===== src/hdl/wrs_ram.sv =====
`timescale 1ns / 1ps

module wrs_ram #(
    parameter int WIDTH  = 64,
    parameter int DEPTH  = 64,
    parameter int ADDR_W = $clog2(DEPTH)
) (
    input  logic              clk,
    input  logic              wr_en,
    input  logic [ADDR_W-1:0] wr_addr,
    input  logic [WIDTH-1:0]  wr_data,
    input  logic [ADDR_W-1:0] rd_addr,
    output logic [WIDTH-1:0]  rd_data
);

    logic [WIDTH-1:0] mem [DEPTH];

    always_ff @(posedge clk)
    begin
        if (wr_en)
        begin
            mem[wr_addr] <= wr_data;
        end
    end

    always_ff @(posedge clk)
    begin
        rd_data <= mem[rd_addr];
    end

endmodule


===== config.mk =====
export PLATFORM = sky130hd
export DESIGN_NAME = wrs_ram
export DESIGN_NICKNAME = d
export VERILOG_FILES = /design/src/hdl/wrs_ram.sv
export SDC_FILE = /design/constraint.sdc
export NUM_CORES = 2
export LEC_CHECK = 0
export ABC_CLOCK_PERIOD_IN_PS = 8400
export BUFFER_PORTS_ARGS = -buffer_cell sky130_fd_sc_hd__buf_2
export CORE_ASPECT_RATIO = 0.9
export CORE_UTILIZATION = 25
export DETAILED_ROUTE_END_ITERATION = 10
export GPL_ROUTABILITY_DRIVEN = 0
export PLACE_DENSITY = 0.36
export SLEW_MARGIN = 40
export SYNTH_ARGS = -nofsm -noshare
export SYNTH_HDL_FRONTEND = slang
export SYNTH_SLANG_ARGS = --single-unit
export TNS_END_PERCENT = 10

===== constraint.sdc =====
create_clock -name clk -period 8.4 [get_ports clk]
set_input_delay 0.84 -clock clk [delete_from_list [all_inputs] [get_ports clk]]
set_output_delay 0.84 -clock clk [all_outputs]
set_load 0.02 [all_outputs]

[Word-level counts from Yosys, hierarchy flattened]
Memory sizes are Yosys's and may differ from the RTL's. A register that Yosys moved wholly into a read port is not among the register bits.
Index checks and enable logic that the tools add are counted.
Cells by class
  muxes and demuxes: 2
Operator list (count)
  $mux W1: 2
Word-level totals
  logic and storage cells: 3
  memories: 1
  register bits: 0
  bits in writable memories: 4096
Memory list
  mem: depth 64, bits a word 64, rd ports 1, clocked after memory_dff 1, wr ports 1, line 16  | logic [WIDTH-1:0] mem [DEPTH];

[Depth between registers and ports, before layout]
  depth in word-level cells: 2
  depth in mapped cells: 9
  depth with buffers taken out: 5

[Least setup slack after synthesis]
Ideal clock, no wire load.
  path kind: input to register
  from: in wr_addr[3]
  to: mem mem[48][0] (enable)
  stages: 4
  setup slack: 2124 ps
  arrival time: 5712 ps
  cells stage by stage: clkbuf_1 > nor2b_1 > nand4b_1 > nor3_1
RTL lines
  start, declared: line 10  | input logic [ADDR_W-1:0] wr_addr,
  end, declared: line 16
No word-level cell before the write port.

==> run_results.csv <==
group,metric,value,unit
layout,share_of_final_layout_standard_cells_stronger_than_drive_strength_1,29.5,%
routing,vias_per_cell,4.68,
layout,area.growth.synth_to_final,18.4,%
synth,post_synth_inst_count,6598,
clocking,root_buffer,"clkbuf_16",
worst_setup_path,critical_path_class,"in -> reg",
routing,total_detailed_routing_wirelength,520000,um
power,flop_pwr_share,50.8,%
power,power_per_cell_area,246,mW/mm^2
placement,place_hpwl,288000,um
routing,wire_per_inst,32.9,um
synth,synthDominantAreaCellType,"edfxtp_1",
layout,layout_commonest_cell,"edfxtp_1",
min_path,worstHoldStart,"wr_data[3]",
timing,rsz_0062_raised_after_global_routing,"no",
worst_setup_path,crit_path_max_fanout,60,
power,power.net_switching,10.0,mW
synth,synth-seq-area-share,79.5,%
floorplan,die_area,0.629,mm^2
timing,min_period,3410,ps
placement,pre_cts_slack,3540,ps
min_path,worstHoldPathType,"in -> reg",
synth,post_synth.cell_area_avg,23.7,um^2
timing,fin_worst_hold_slack,319,ps
timing,clock_skew,47.8,ps
placement,port-buffer-count,141,
timing,totalNegativeSetupSlack,0,ps
power,power.share.combinational,4.7,%
synth,syn_nets,6676,
clocking,numCtsBuffers,467,
floorplan,floorplan.die.height,752,um
layout,final_cell_mix,"edfxtp_1 (4096), mux4_2 (1024), clkbuf_16 (473), buf_4 (201), a22oi_1 (168)",
floorplan,io_pins,142,
layout,final_core_utilization,29.7,%
floorplan,die_width,836,um
clocking,post_cts_buffers,0,
worst_setup_path,worst-endpoint-arrival,4260,ps
global_routing,grt_pass1_vias,78155,
global_routing,global_route.overflow_total,0,
global_routing,grt_use_total,16.2,%
clocking,clockBufferDepth,4,
routing,detailedRoute.firstIterationViolations,6603,
clocking,htreeDepth,5,
power,ir_worst_vdd,185,uV
timing,report.final.setup_viol,0,
power,power.internal,35.5,mW
worst_setup_path,reg2reg_launch_point,"mem[55][11]",
timing,fmax,293,MHz
power,clock_power_share,44.6,%
clocking,cts_resized,0,
floorplan,rows,275,
synth,yosysWarnings,0,
clocking,clk-insertion-delay-late,1030,ps
timing,hold_viol_final,0,
power,switching_share,22.0,%
worst_setup_path,worst_setup_path_start_kind,"primary input",
global_routing,grt_antenna_before_repair,39,
synth,netlist-cell-type-count,33,
floorplan,design.core.area,0.623,mm^2
timing,final_max_slew_viol_count,0,
floorplan,floorplan.initialDensity,25.1,%
worst_setup_path,worst-endpoint-required,9240,ps
synth,yosys.area.top_type_share,78.7,%
global_routing,grt_start_max_net_pins,97,
clocking,cts.reportedPaths.clkPinSlew,60,ps
timing,worstMarginPinSlew,1120,ps
global_routing,grt_first_pass_wirelength,704000,um
synth,netlist_top_cells_area,"edfxtp_1 (79%), mux4_2 (15%), mux2i_1 (0.86%)",
layout,nNetsFinal,7183,
timing,final.period_utilization,40.6,%
routing,post-route-drc-count,0,
clocking,cts_tree,"yes",
timing,worst_setup_slack_after_layout,4990,ps
routing,dr.pass1.iters,5,
power,static-leakage-power,56.4,nW
routing,vias,73940,
clocking,postCtsHoldBufs,0,
timing,relSlewSlack,25.3,%
routing,route.antenna.remaining_nets,0,
synth,syn-cell-area,0.156,mm^2
clocking,cts_sinks,4160,
worst_setup_path,setup.worst_path.end_class,"register",
synth,yosys_register_bits,4160,
worst_setup_path,worstSetupStartpoint,"rd_addr[0]",
flow_run,timing.max_cap.violations,0,
status,status,"completed",
## worst paths after layout
kind / to / slack, ps / depth (start not counted)
setup / recovery: rd_data[39] / 4990 / 10
hold reg to reg: rd_data[62] / 820 / 4
hold / removal: mem[59][3] / 320 / 1
setup reg to reg: rd_data[11] / 5970 / 5
## flip-flops by register name, summed over array words and instances, names as in the netlist
signal and count:
mem 4096, rd_data 64
## cells in the mapped netlist
master / n
edfxtp_1: 4096
mux4_2: 1024
buf_2: 170
a22oi_1: 168
clkbuf_1: 140
mux2i_1: 135
nor2_1: 112
a22o_1: 88
o22ai_1: 83
and3_1: 64
dfxtp_1: 64
a211oi_1: 63
nand2_1: 58
nand3_1: 45
o221ai_1: 38
buf_4: 34
or3_1: 29
nor2b_1: 28
or2_2: 28
a41oi_1: 26
buf_1: 20
a2bb2oi_1: 19
inv_1: 19
a31oi_1: 18
nand2b_1: 11
buf_6: 6
and2_1: 3
nand3b_1: 2
nand4_1: 2
nor3_1: 2
a31o_1: 1
nand4b_1: 1
or3b_2: 1
## final cells by class
type                       instances  area [um^2]
antenna                            9         22.5
clock buffer                     596        12500
clock inverter                   265         2670
fill                           60007       438000
inverter                          19         71.3
multi-input combinational       2049        30800
sequential                      4160       124000
tap                             8310        10400
timing repair buffer             408         4270
## worst max-delay path, cell delays in order
cell,delay (ps)
buf_12,250
buf_16,400
buf_12,370
buf_12,300
buf_16,420
mux4_2,600
mux2i_1,150
o22ai_1,100
a31oi_1,510
a211oi_1,80
## layer usage
metal / up-vias / wire, um / track usage (%)
li1: 29609 / - / -
met1: 42048 / 230000 / 22.0
met2: 1678 / 259000 / 27.9
met3: 599 / 19400 / 1.86
met4: 6 / 11400 / 3.35
met5: - / 34 / 0
## power by group through the flow
| stage | sequential [mW] | clock [mW] | combinational, mW |
|---|---|---|---|
| floorplan | 23.5 | 0 | 1.07 |
| global placement | 23.6 | 0 | 2.15 |
| detailed placement | 23.6 | 0 | 2.19 |
| CTS | 23.1 | 20.9 | 2.20 |
| global route | 23.1 | 21.6 | 2.28 |
| finish | 23.1 | 20.3 | 2.12 |
## through the flow
| stage | power, mW | instance area [um^2] | instances |
|---|---|---|---|
| final | 45.6 | 185000 | 15816 |
| after global routing | 47.0 | 185000 | 15808 |
| after CTS | 46.2 | 185000 | 15803 |
| after detailed placement | 25.8 | 170000 | 14942 |
| after global placement | 25.7 | 168000 | 14894 |
| after floorplan | 24.6 | 156000 | 6598 |
## cell families after synthesis
| kind of cell | synth area share, % |
|---|---|
| buffers and inverters | 1.18 |
| multiplexers | 15.6 |
| flip-flops | 79.5 |
| AND/OR/NAND/NOR | 1.24 |
| AO/OA/AOI/OAI | 2.48 |
No activity file was read; power rests on OpenSTA's default activity.
