**config.mk**
```make
export PLATFORM = sky130hd
export DESIGN_NAME = wrs_mod
export DESIGN_NICKNAME = d
export VERILOG_FILES = /design/src/hdl/wrs_pkg.sv /design/src/hdl/wrs_mod.sv
export SDC_FILE = /design/constraint.sdc
export NUM_CORES = 1
export LEC_CHECK = 0
export BUFFER_PORTS_ARGS = -buffer_cell sky130_fd_sc_hd__buf_2
export CORE_UTILIZATION = 59
export CTS_BUF_LIST = sky130_fd_sc_hd__clkbuf_2
export CTS_CLUSTER_DIAMETER = 30
export DETAILED_ROUTE_END_ITERATION = 12
export PLACE_DENSITY = 0.92
export SETUP_SLACK_MARGIN = 0.2
export SKIP_LAST_GASP = 1
export SYNTH_ARGS = -nofsm -noshare
export SYNTH_HDL_FRONTEND = slang
export SYNTH_SLANG_ARGS = --single-unit
```
**constraint.sdc**
```tcl
create_clock -name clk -period 3.6 [get_ports clk]
set_input_delay 0.54 -clock clk [delete_from_list [all_inputs] [get_ports clk]]
set_output_delay 0.54 -clock clk [all_outputs]
set_load 0.05 [all_outputs]
```
**src/hdl/wrs_pkg.sv**
```systemverilog
`timescale 1ns / 1ps

package wrs_pkg;

    localparam int MAX_ENTRIES = 64;
    localparam int IDX_W       = $clog2(MAX_ENTRIES);
    localparam int CNT_W       = IDX_W + 1;
    localparam int DATA_W      = 32;
    localparam int KIND_W      = 2;
    localparam int STATUS_W    = 2;
    localparam int IN_DATA_W   = 3 * DATA_W;

    typedef logic [KIND_W-1:0]   kind_t;
    typedef logic [STATUS_W-1:0] status_t;

    localparam kind_t KIND_ADD    = 2'd0;
    localparam kind_t KIND_LOOKUP = 2'd1;
    localparam kind_t KIND_CLEAR  = 2'd2;

    localparam status_t STATUS_DONE   = 2'd0;
    localparam status_t STATUS_ZERO   = 2'd1;
    localparam status_t STATUS_REJECT = 2'd2;
    localparam status_t STATUS_EMPTY  = 2'd3;

    typedef struct packed {
        logic [DATA_W-1:0] end_val;
        logic [DATA_W-1:0] type_val;
    } entry_t;

    typedef enum logic [1:0] {
        S_IDLE,
        S_MOD,
        S_SCAN,
        S_RESULT
    } state_t;

endpackage

```
**src/hdl/wrs_mod.sv**
```systemverilog
`timescale 1ns / 1ps

module wrs_mod (
    input  logic                      clk,
    input  logic                      rst_n,
    input  logic                      start,
    input  logic [wrs_pkg::DATA_W-1:0] dividend,
    input  logic [wrs_pkg::DATA_W-1:0] divisor,
    output logic                      done,
    output logic [wrs_pkg::DATA_W-1:0] remainder
);

    import wrs_pkg::*;

    localparam int STEP_W = $clog2(DATA_W);

    logic              busy_reg, busy_next;
    logic              done_reg, done_next;
    logic [STEP_W-1:0] step_reg, step_next;
    logic [DATA_W-1:0] num_reg, num_next;
    logic [DATA_W-1:0] div_reg, div_next;
    logic [DATA_W-1:0] rem_reg, rem_next;
    logic [DATA_W:0]   rem_sh;
    logic [DATA_W:0]   rem_sub;

    assign rem_sh  = {rem_reg, num_reg[DATA_W-1]};
    assign rem_sub = rem_sh - {1'b0, div_reg};

    always_comb
    begin
        busy_next = busy_reg;
        done_next = 1'b0;
        step_next = step_reg;
        num_next  = num_reg;
        div_next  = div_reg;
        rem_next  = rem_reg;
        if (start)
        begin
            busy_next = 1'b1;
            step_next = '0;
            num_next  = dividend;
            div_next  = divisor;
            rem_next  = '0;
        end
        else if (busy_reg)
        begin
            num_next = {num_reg[DATA_W-2:0], 1'b0};
            if (!rem_sub[DATA_W])
            begin
                rem_next = rem_sub[DATA_W-1:0];
            end
            else
            begin
                rem_next = rem_sh[DATA_W-1:0];
            end
            step_next = step_reg + 1'b1;
            if (step_reg == STEP_W'(DATA_W - 1))
            begin
                busy_next = 1'b0;
                done_next = 1'b1;
            end
        end
    end

    always_ff @(posedge clk or negedge rst_n)
    begin
        if (!rst_n)
        begin
            busy_reg <= 1'b0;
            done_reg <= 1'b0;
            step_reg <= '0;
        end
        else
        begin
            busy_reg <= busy_next;
            done_reg <= done_next;
            step_reg <= step_next;
        end
    end

    always_ff @(posedge clk)
    begin
        num_reg <= num_next;
        div_reg <= div_next;
        rem_reg <= rem_next;
    end

    assign done      = done_reg;
    assign remainder = rem_reg;

endmodule
```
# Word level (Yosys, flattened, before mapping)
# Cells that the tools add are included.
[word_totals] register_bits=103 in_bits=67 word_cells=21
[classes] add_sub_neg=2 n_eq_ne=1 muxes=11 n_reduce_logical=1
[op_table] op="$mux 32" n=3
[op_table] op="$sub 33x32->33" n=1
[op_table] op="$mux 5" n=2
[op_table] op="$mux 1" n=6
[op_table] op="$add 5x1->5 const B" n=1
[op_table] op="$eq 5x5->1 const B" n=1
[op_table] op="$reduce_bool 2->1" n=1

# Depth between registers and ports, before layout
[logic_depth] ltp_word=4 mapped_depth=14 ltp_nobuf=12

# Worst setup path before layout
# No wires, ideal clock.
[synth_timing] path_kind="register to register" startpoint="register rem_reg[0], in the netlist remainder[0]" endpoint="register rem_reg[11], in the netlist remainder[11]" setup_time_ns=0.091 t_arrival_ns=3.182 required_time_ns=3.509 slack_ns=0.327 path_stages_with_launch=14 n_path_buf=2 path_cell_list="dfxtp_1 -> inv_1 -> fa_1 -> nand2b_1 -> a21o_1 -> a21oi_2 -> o31ai_1 -> a21o_1 -> o31ai_4 -> xnor2_1 -> buf_4 -> buf_4 -> nand2_1 -> a311oi_1"
[synth_between] elab_chain_len=2
[synth_rtl] element="start, declared" line_no="wrs_mod.sv:22" text="logic [DATA_W-1:0] rem_reg, rem_next;"
[synth_rtl] element="start signal, assigned" line_no="wrs_mod.sv:85" text="rem_reg <= rem_next;"
[synth_rtl] element="$sub 33x32->33" line_no="wrs_mod.sv:27" text="assign rem_sub = rem_sh - {1'b0, div_reg};"
[synth_rtl] element="$mux 32" line_no="wrs_mod.sv:48" text="if (!rem_sub[DATA_W])"
# Every way passes these cells.
# A chain may end at the register's enable or synchronous reset.

# Worst setup path in the final report
[layout_timing] startpoint="register num_reg[31]" endpoint="register rem_reg[28], in the netlist remainder[28]"
[layout_between] elab_chain_len=2
[layout_rtl] element="start, declared" line_no="wrs_mod.sv:20" text="logic [DATA_W-1:0] num_reg, num_next;"
[layout_rtl] element="start signal, assigned" line_no="wrs_mod.sv:83" text="num_reg <= num_next;"
[layout_rtl] element="$sub 33x32->33" line_no="wrs_mod.sv:27"
[layout_rtl] element="$mux 32" line_no="wrs_mod.sv:48"
# Every way passes these cells.

==> key figures <==
Detailed routing
  – Routed wl met2: roughly 6600 µm
  – Vias: 4888
  – Met3 wire len: 903 µm
  – Drt initial violations: 272
  – Vias per cell: 5.97
  – Highest routed layer: met4
  – Routed Wire Length: approximately 13000 µm
  – WL met1: 5360 µm
  – # DRC: 0
  – 1st-pass router iterations: 6
  – Post-DRT Antenna Nets: 0
  – Wire per inst: 16.2 µm

Min path
  – Worst hold path startpoint: divisor[29]
  – Hold Path Sink: div_reg[29]$_DFFE_PP_
  – Hold Path Cell Cnt: 1
  – HP Class: in2reg

Timing
  – Fin. Hold Viols: 0
  – Setup Skew: about 65 ps
  – Slew headroom: 46.3%
  – Endpoints failing setup: 0
  – Setup tns final: 0 ps
  – Tcrit/Tclk final: 88.8%
  – Slew @ Worst Pin: roughly 800 ps
  – Slew Limit Fails: 0
  – Final min period: ~3200 ps
  – Worst setup margin: 402 ps
  – Final Hold Slack: 26.9 ps
  – F_max: between 0.3 and 0.4 GHz
  – RSZ-0062 raised after global routing: no

Layout
  – Flip-flop and latch area: 0.00274 mm²
  – Layout cell share with drive strength beyond 1: 25.1%
  – Fillers: 669
  – Antenna diode count: 0
  – Final Util: between 70 and 80%
  – Multi-input logic area: about 0.0029 mm²
  – Final nets: 787
  – Area delta synth->final: 15.2%
  – Post-Layout Inst Area: 0.00672 mm²
  – Final Non-Filler Cells: 819

Floorplan
  – Die Area: 0.0103 mm²
  – DIE HEIGHT: just over 100 µm
  – Core Area: roughly 0.0094 mm²
  – Num ports: 100
  – Initial core utilization: ~62%
  – Row cnt: 35
  – Die width: 101 µm

Power and ir drop
  – Max VDD drop: 0.491 mV
  – P_leak: 3.04 nW
  – Post-layout power: ~5.2 mW
  – PwrDens: roughly 800 mW/mm²

Clock tree
  – Clock-pin slew on the worst setup and hold paths: 330 ps
  – CTS tree: yes
  – CTS Sinks: 103
  – Clock latency on the worst-skew pair: around 650 ps
  – Num CTS Buffers: 9
  – Htree depth: 3
  – Clk buf depth: 2
  – Root Buffer: clkbuf_2

Placed design
  – GP Congestion: 0.924
  – Port Buffer Count: approximately 100
  – DP HPWL: 9200 µm
  – Pre-CTS setup slack: 203 ps
  – DP Area: 0.00645 mm²
  – Placed cells: 791

Critical path
  – Crit-path max FO: 6
  – Worst R2R End: remainder[28]$_SDFFE_PP0P_
  – CP Data Arrival Time: 3740 ps
  – Worst Setup Start Kind: flip-flop
  – Worst endpoint required time: just over 4000 ps
  – Worst R2R Setup Slack: 400 ps
  – Critical Path End Type: flip-flop
  – R2R Path Start: num_reg[31]$_DFFE_PP_
  – Critical path type: reg2reg
  – R2R depth: 14

Global routing
  – Total track usage: 26.3%
  – Initial antenna violation count: 0
  – Pin count of the biggest net entering global routing: 58
  – Grt ovf: 0
  – Vias in the first global route: 4698
  – First-pass GRT wire length: 21100 µm

Synth
  – Yosys top cell by area: edfxtp_1
  – Sequential share of the synthesized area: 46.9%
  – Unique masters post-synth: 55
  – Mapped Nets: ~680
  – Top post-synthesis cells by area: edfxtp_1, dfxtp_1, ha_1, mux2_2, nand2_1
  – Synthesized instance count: about 580
  – #FFs+latches synth: 103
  – Average size of a mapped cell: 10.0 µm²
  – Async set or reset register ratio after synthesis: 6.80%
  – Syn Std Cell Area: 0.00583 mm²
  – Top post-synthesis cells by count: nand2_1, edfxtp_1, nor2_1
  – Number of flops mapped to enable cells by yosys: 64
  – Predominant post-synthesis flop cell: edfxtp_1
  – Count leader, synth: nand2_1
  – Synth warn: 0
  – Top cell type's share of synthesized area: 32.9%

Run
  – Max Cap Violations: 0

Status
  – Status: completed
-- worst max-delay path, cell delays in order (launching register included) --
cell and delay (ps):
edfxtp_1 430, inv_1 60, ha_1 210, fa_1 400
nand2b_4 170, a21o_1 180, a21oi_2 160, o31ai_2 110
a21o_1 240, o31ai_4 250, buf_4 180, xnor2_4 170
buf_4 200, nand2_1 60, a311oi_1 280
-- worst max path at each step --
stage          slack [ps]                         end                 startpoint  depth (start not counted)
6_report              400  remainder[28]$_SDFFE_PP0P_      num_reg[31]$_DFFE_PP_                         14
4_1_cts               210  remainder[11]$_SDFFE_PP0P_  remainder[4]$_SDFFE_PP0P_                         11
3_3_place_gp          360  remainder[10]$_SDFFE_PP0P_      num_reg[31]$_DFFE_PP_                         13
3_5_place_dp          200  remainder[11]$_SDFFE_PP0P_      num_reg[31]$_DFFE_PP_                         13
5_1_grt               200  remainder[28]$_SDFFE_PP0P_  remainder[4]$_SDFFE_PP0P_                         12
2_1_floorplan         330  remainder[11]$_SDFFE_PP0P_  remainder[0]$_SDFFE_PP0P_                         13
-- cell families after synthesis --
family / synth area share (%)
xor gates and xnor gates: 4.33
buffers and inverters: 4.55
AOI/OAI and AO/OA: 17.0
DFF: 46.9
muxes: 6.69
and+or+nand+nor: 12.8
adders and majority gates: 7.64
-- cell usage in the layout, fill, tap and decap left out, types with 4 or more instances in the layout --
| cell | instances |
|---|---|
| buf_2 | 99 |
| nand2_1 | 69 |
| edfxtp_1 | 64 |
| nor2_1 | 57 |
| inv_1 | 41 |
| a21oi_1 | 36 |
| ha_1 | 34 |
| mux2_2 | 32 |
| dfxtp_1 | 32 |
| a311oi_1 | 24 |
| o21ai_0 | 21 |
| a21o_1 | 19 |
| xnor2_1 | 17 |
| nand3_1 | 10 |
| xor2_1 | 9 |
| clkbuf_2 | 9 |
| buf_4 | 9 |
| a211oi_1 | 8 |
| nand2b_1 | 7 |
| nor3_1 | 7 |
| o21a_1 | 7 |
| and3_1 | 6 |
| dfrtp_1 | 6 |
| buf_6 | 5 |
| o21bai_1 | 4 |
-- power by group --
group / leakage, nW / total (mW) / internal, mW / switching, mW
Sequential: 1.00 / 1.70 / 1.49 / 0.213
Combinational: 1.96 / 2.98 / 1.10 / 1.88
Clock: 0.0747 / 0.555 / 0.116 / 0.439
-- routing by layer --
layer | up-vias | track usage [%]
met5 | - | 0
li1 | 2320 | -
met3 | 46 | 5.87
met1 | 2288 | 31.4
met2 | 234 | 46.0
met4 | 0 | 10.9
-- final cells by class --
cell class / count / share of cell area, %
sequential: 103 / 40.7
multi-input combinational: 413 / 42.8
clock inverter: 7 / 1.12
timing repair buffer: 117 / 9.96
clock buffer: 9 / 0.670
inverter: 41 / 2.29
tap: 129 / 2.40
-- repair_timing --
| item | 4_1_cts | 5_1_grt |
|---|---|---|
| cloned | 0 | 3 |
| setup endpoints to repair | 19 | 31 |
| hold buffers | 1 | 2 |
| pin swaps | 1 | 2 |
| setup buffers | 2 | 4 |
| endpoints found under the hold margin | 7 | 2 |
| gates resized for setup | 0 | 15 |
Note: power is estimated with default switching activity, not from simulation.
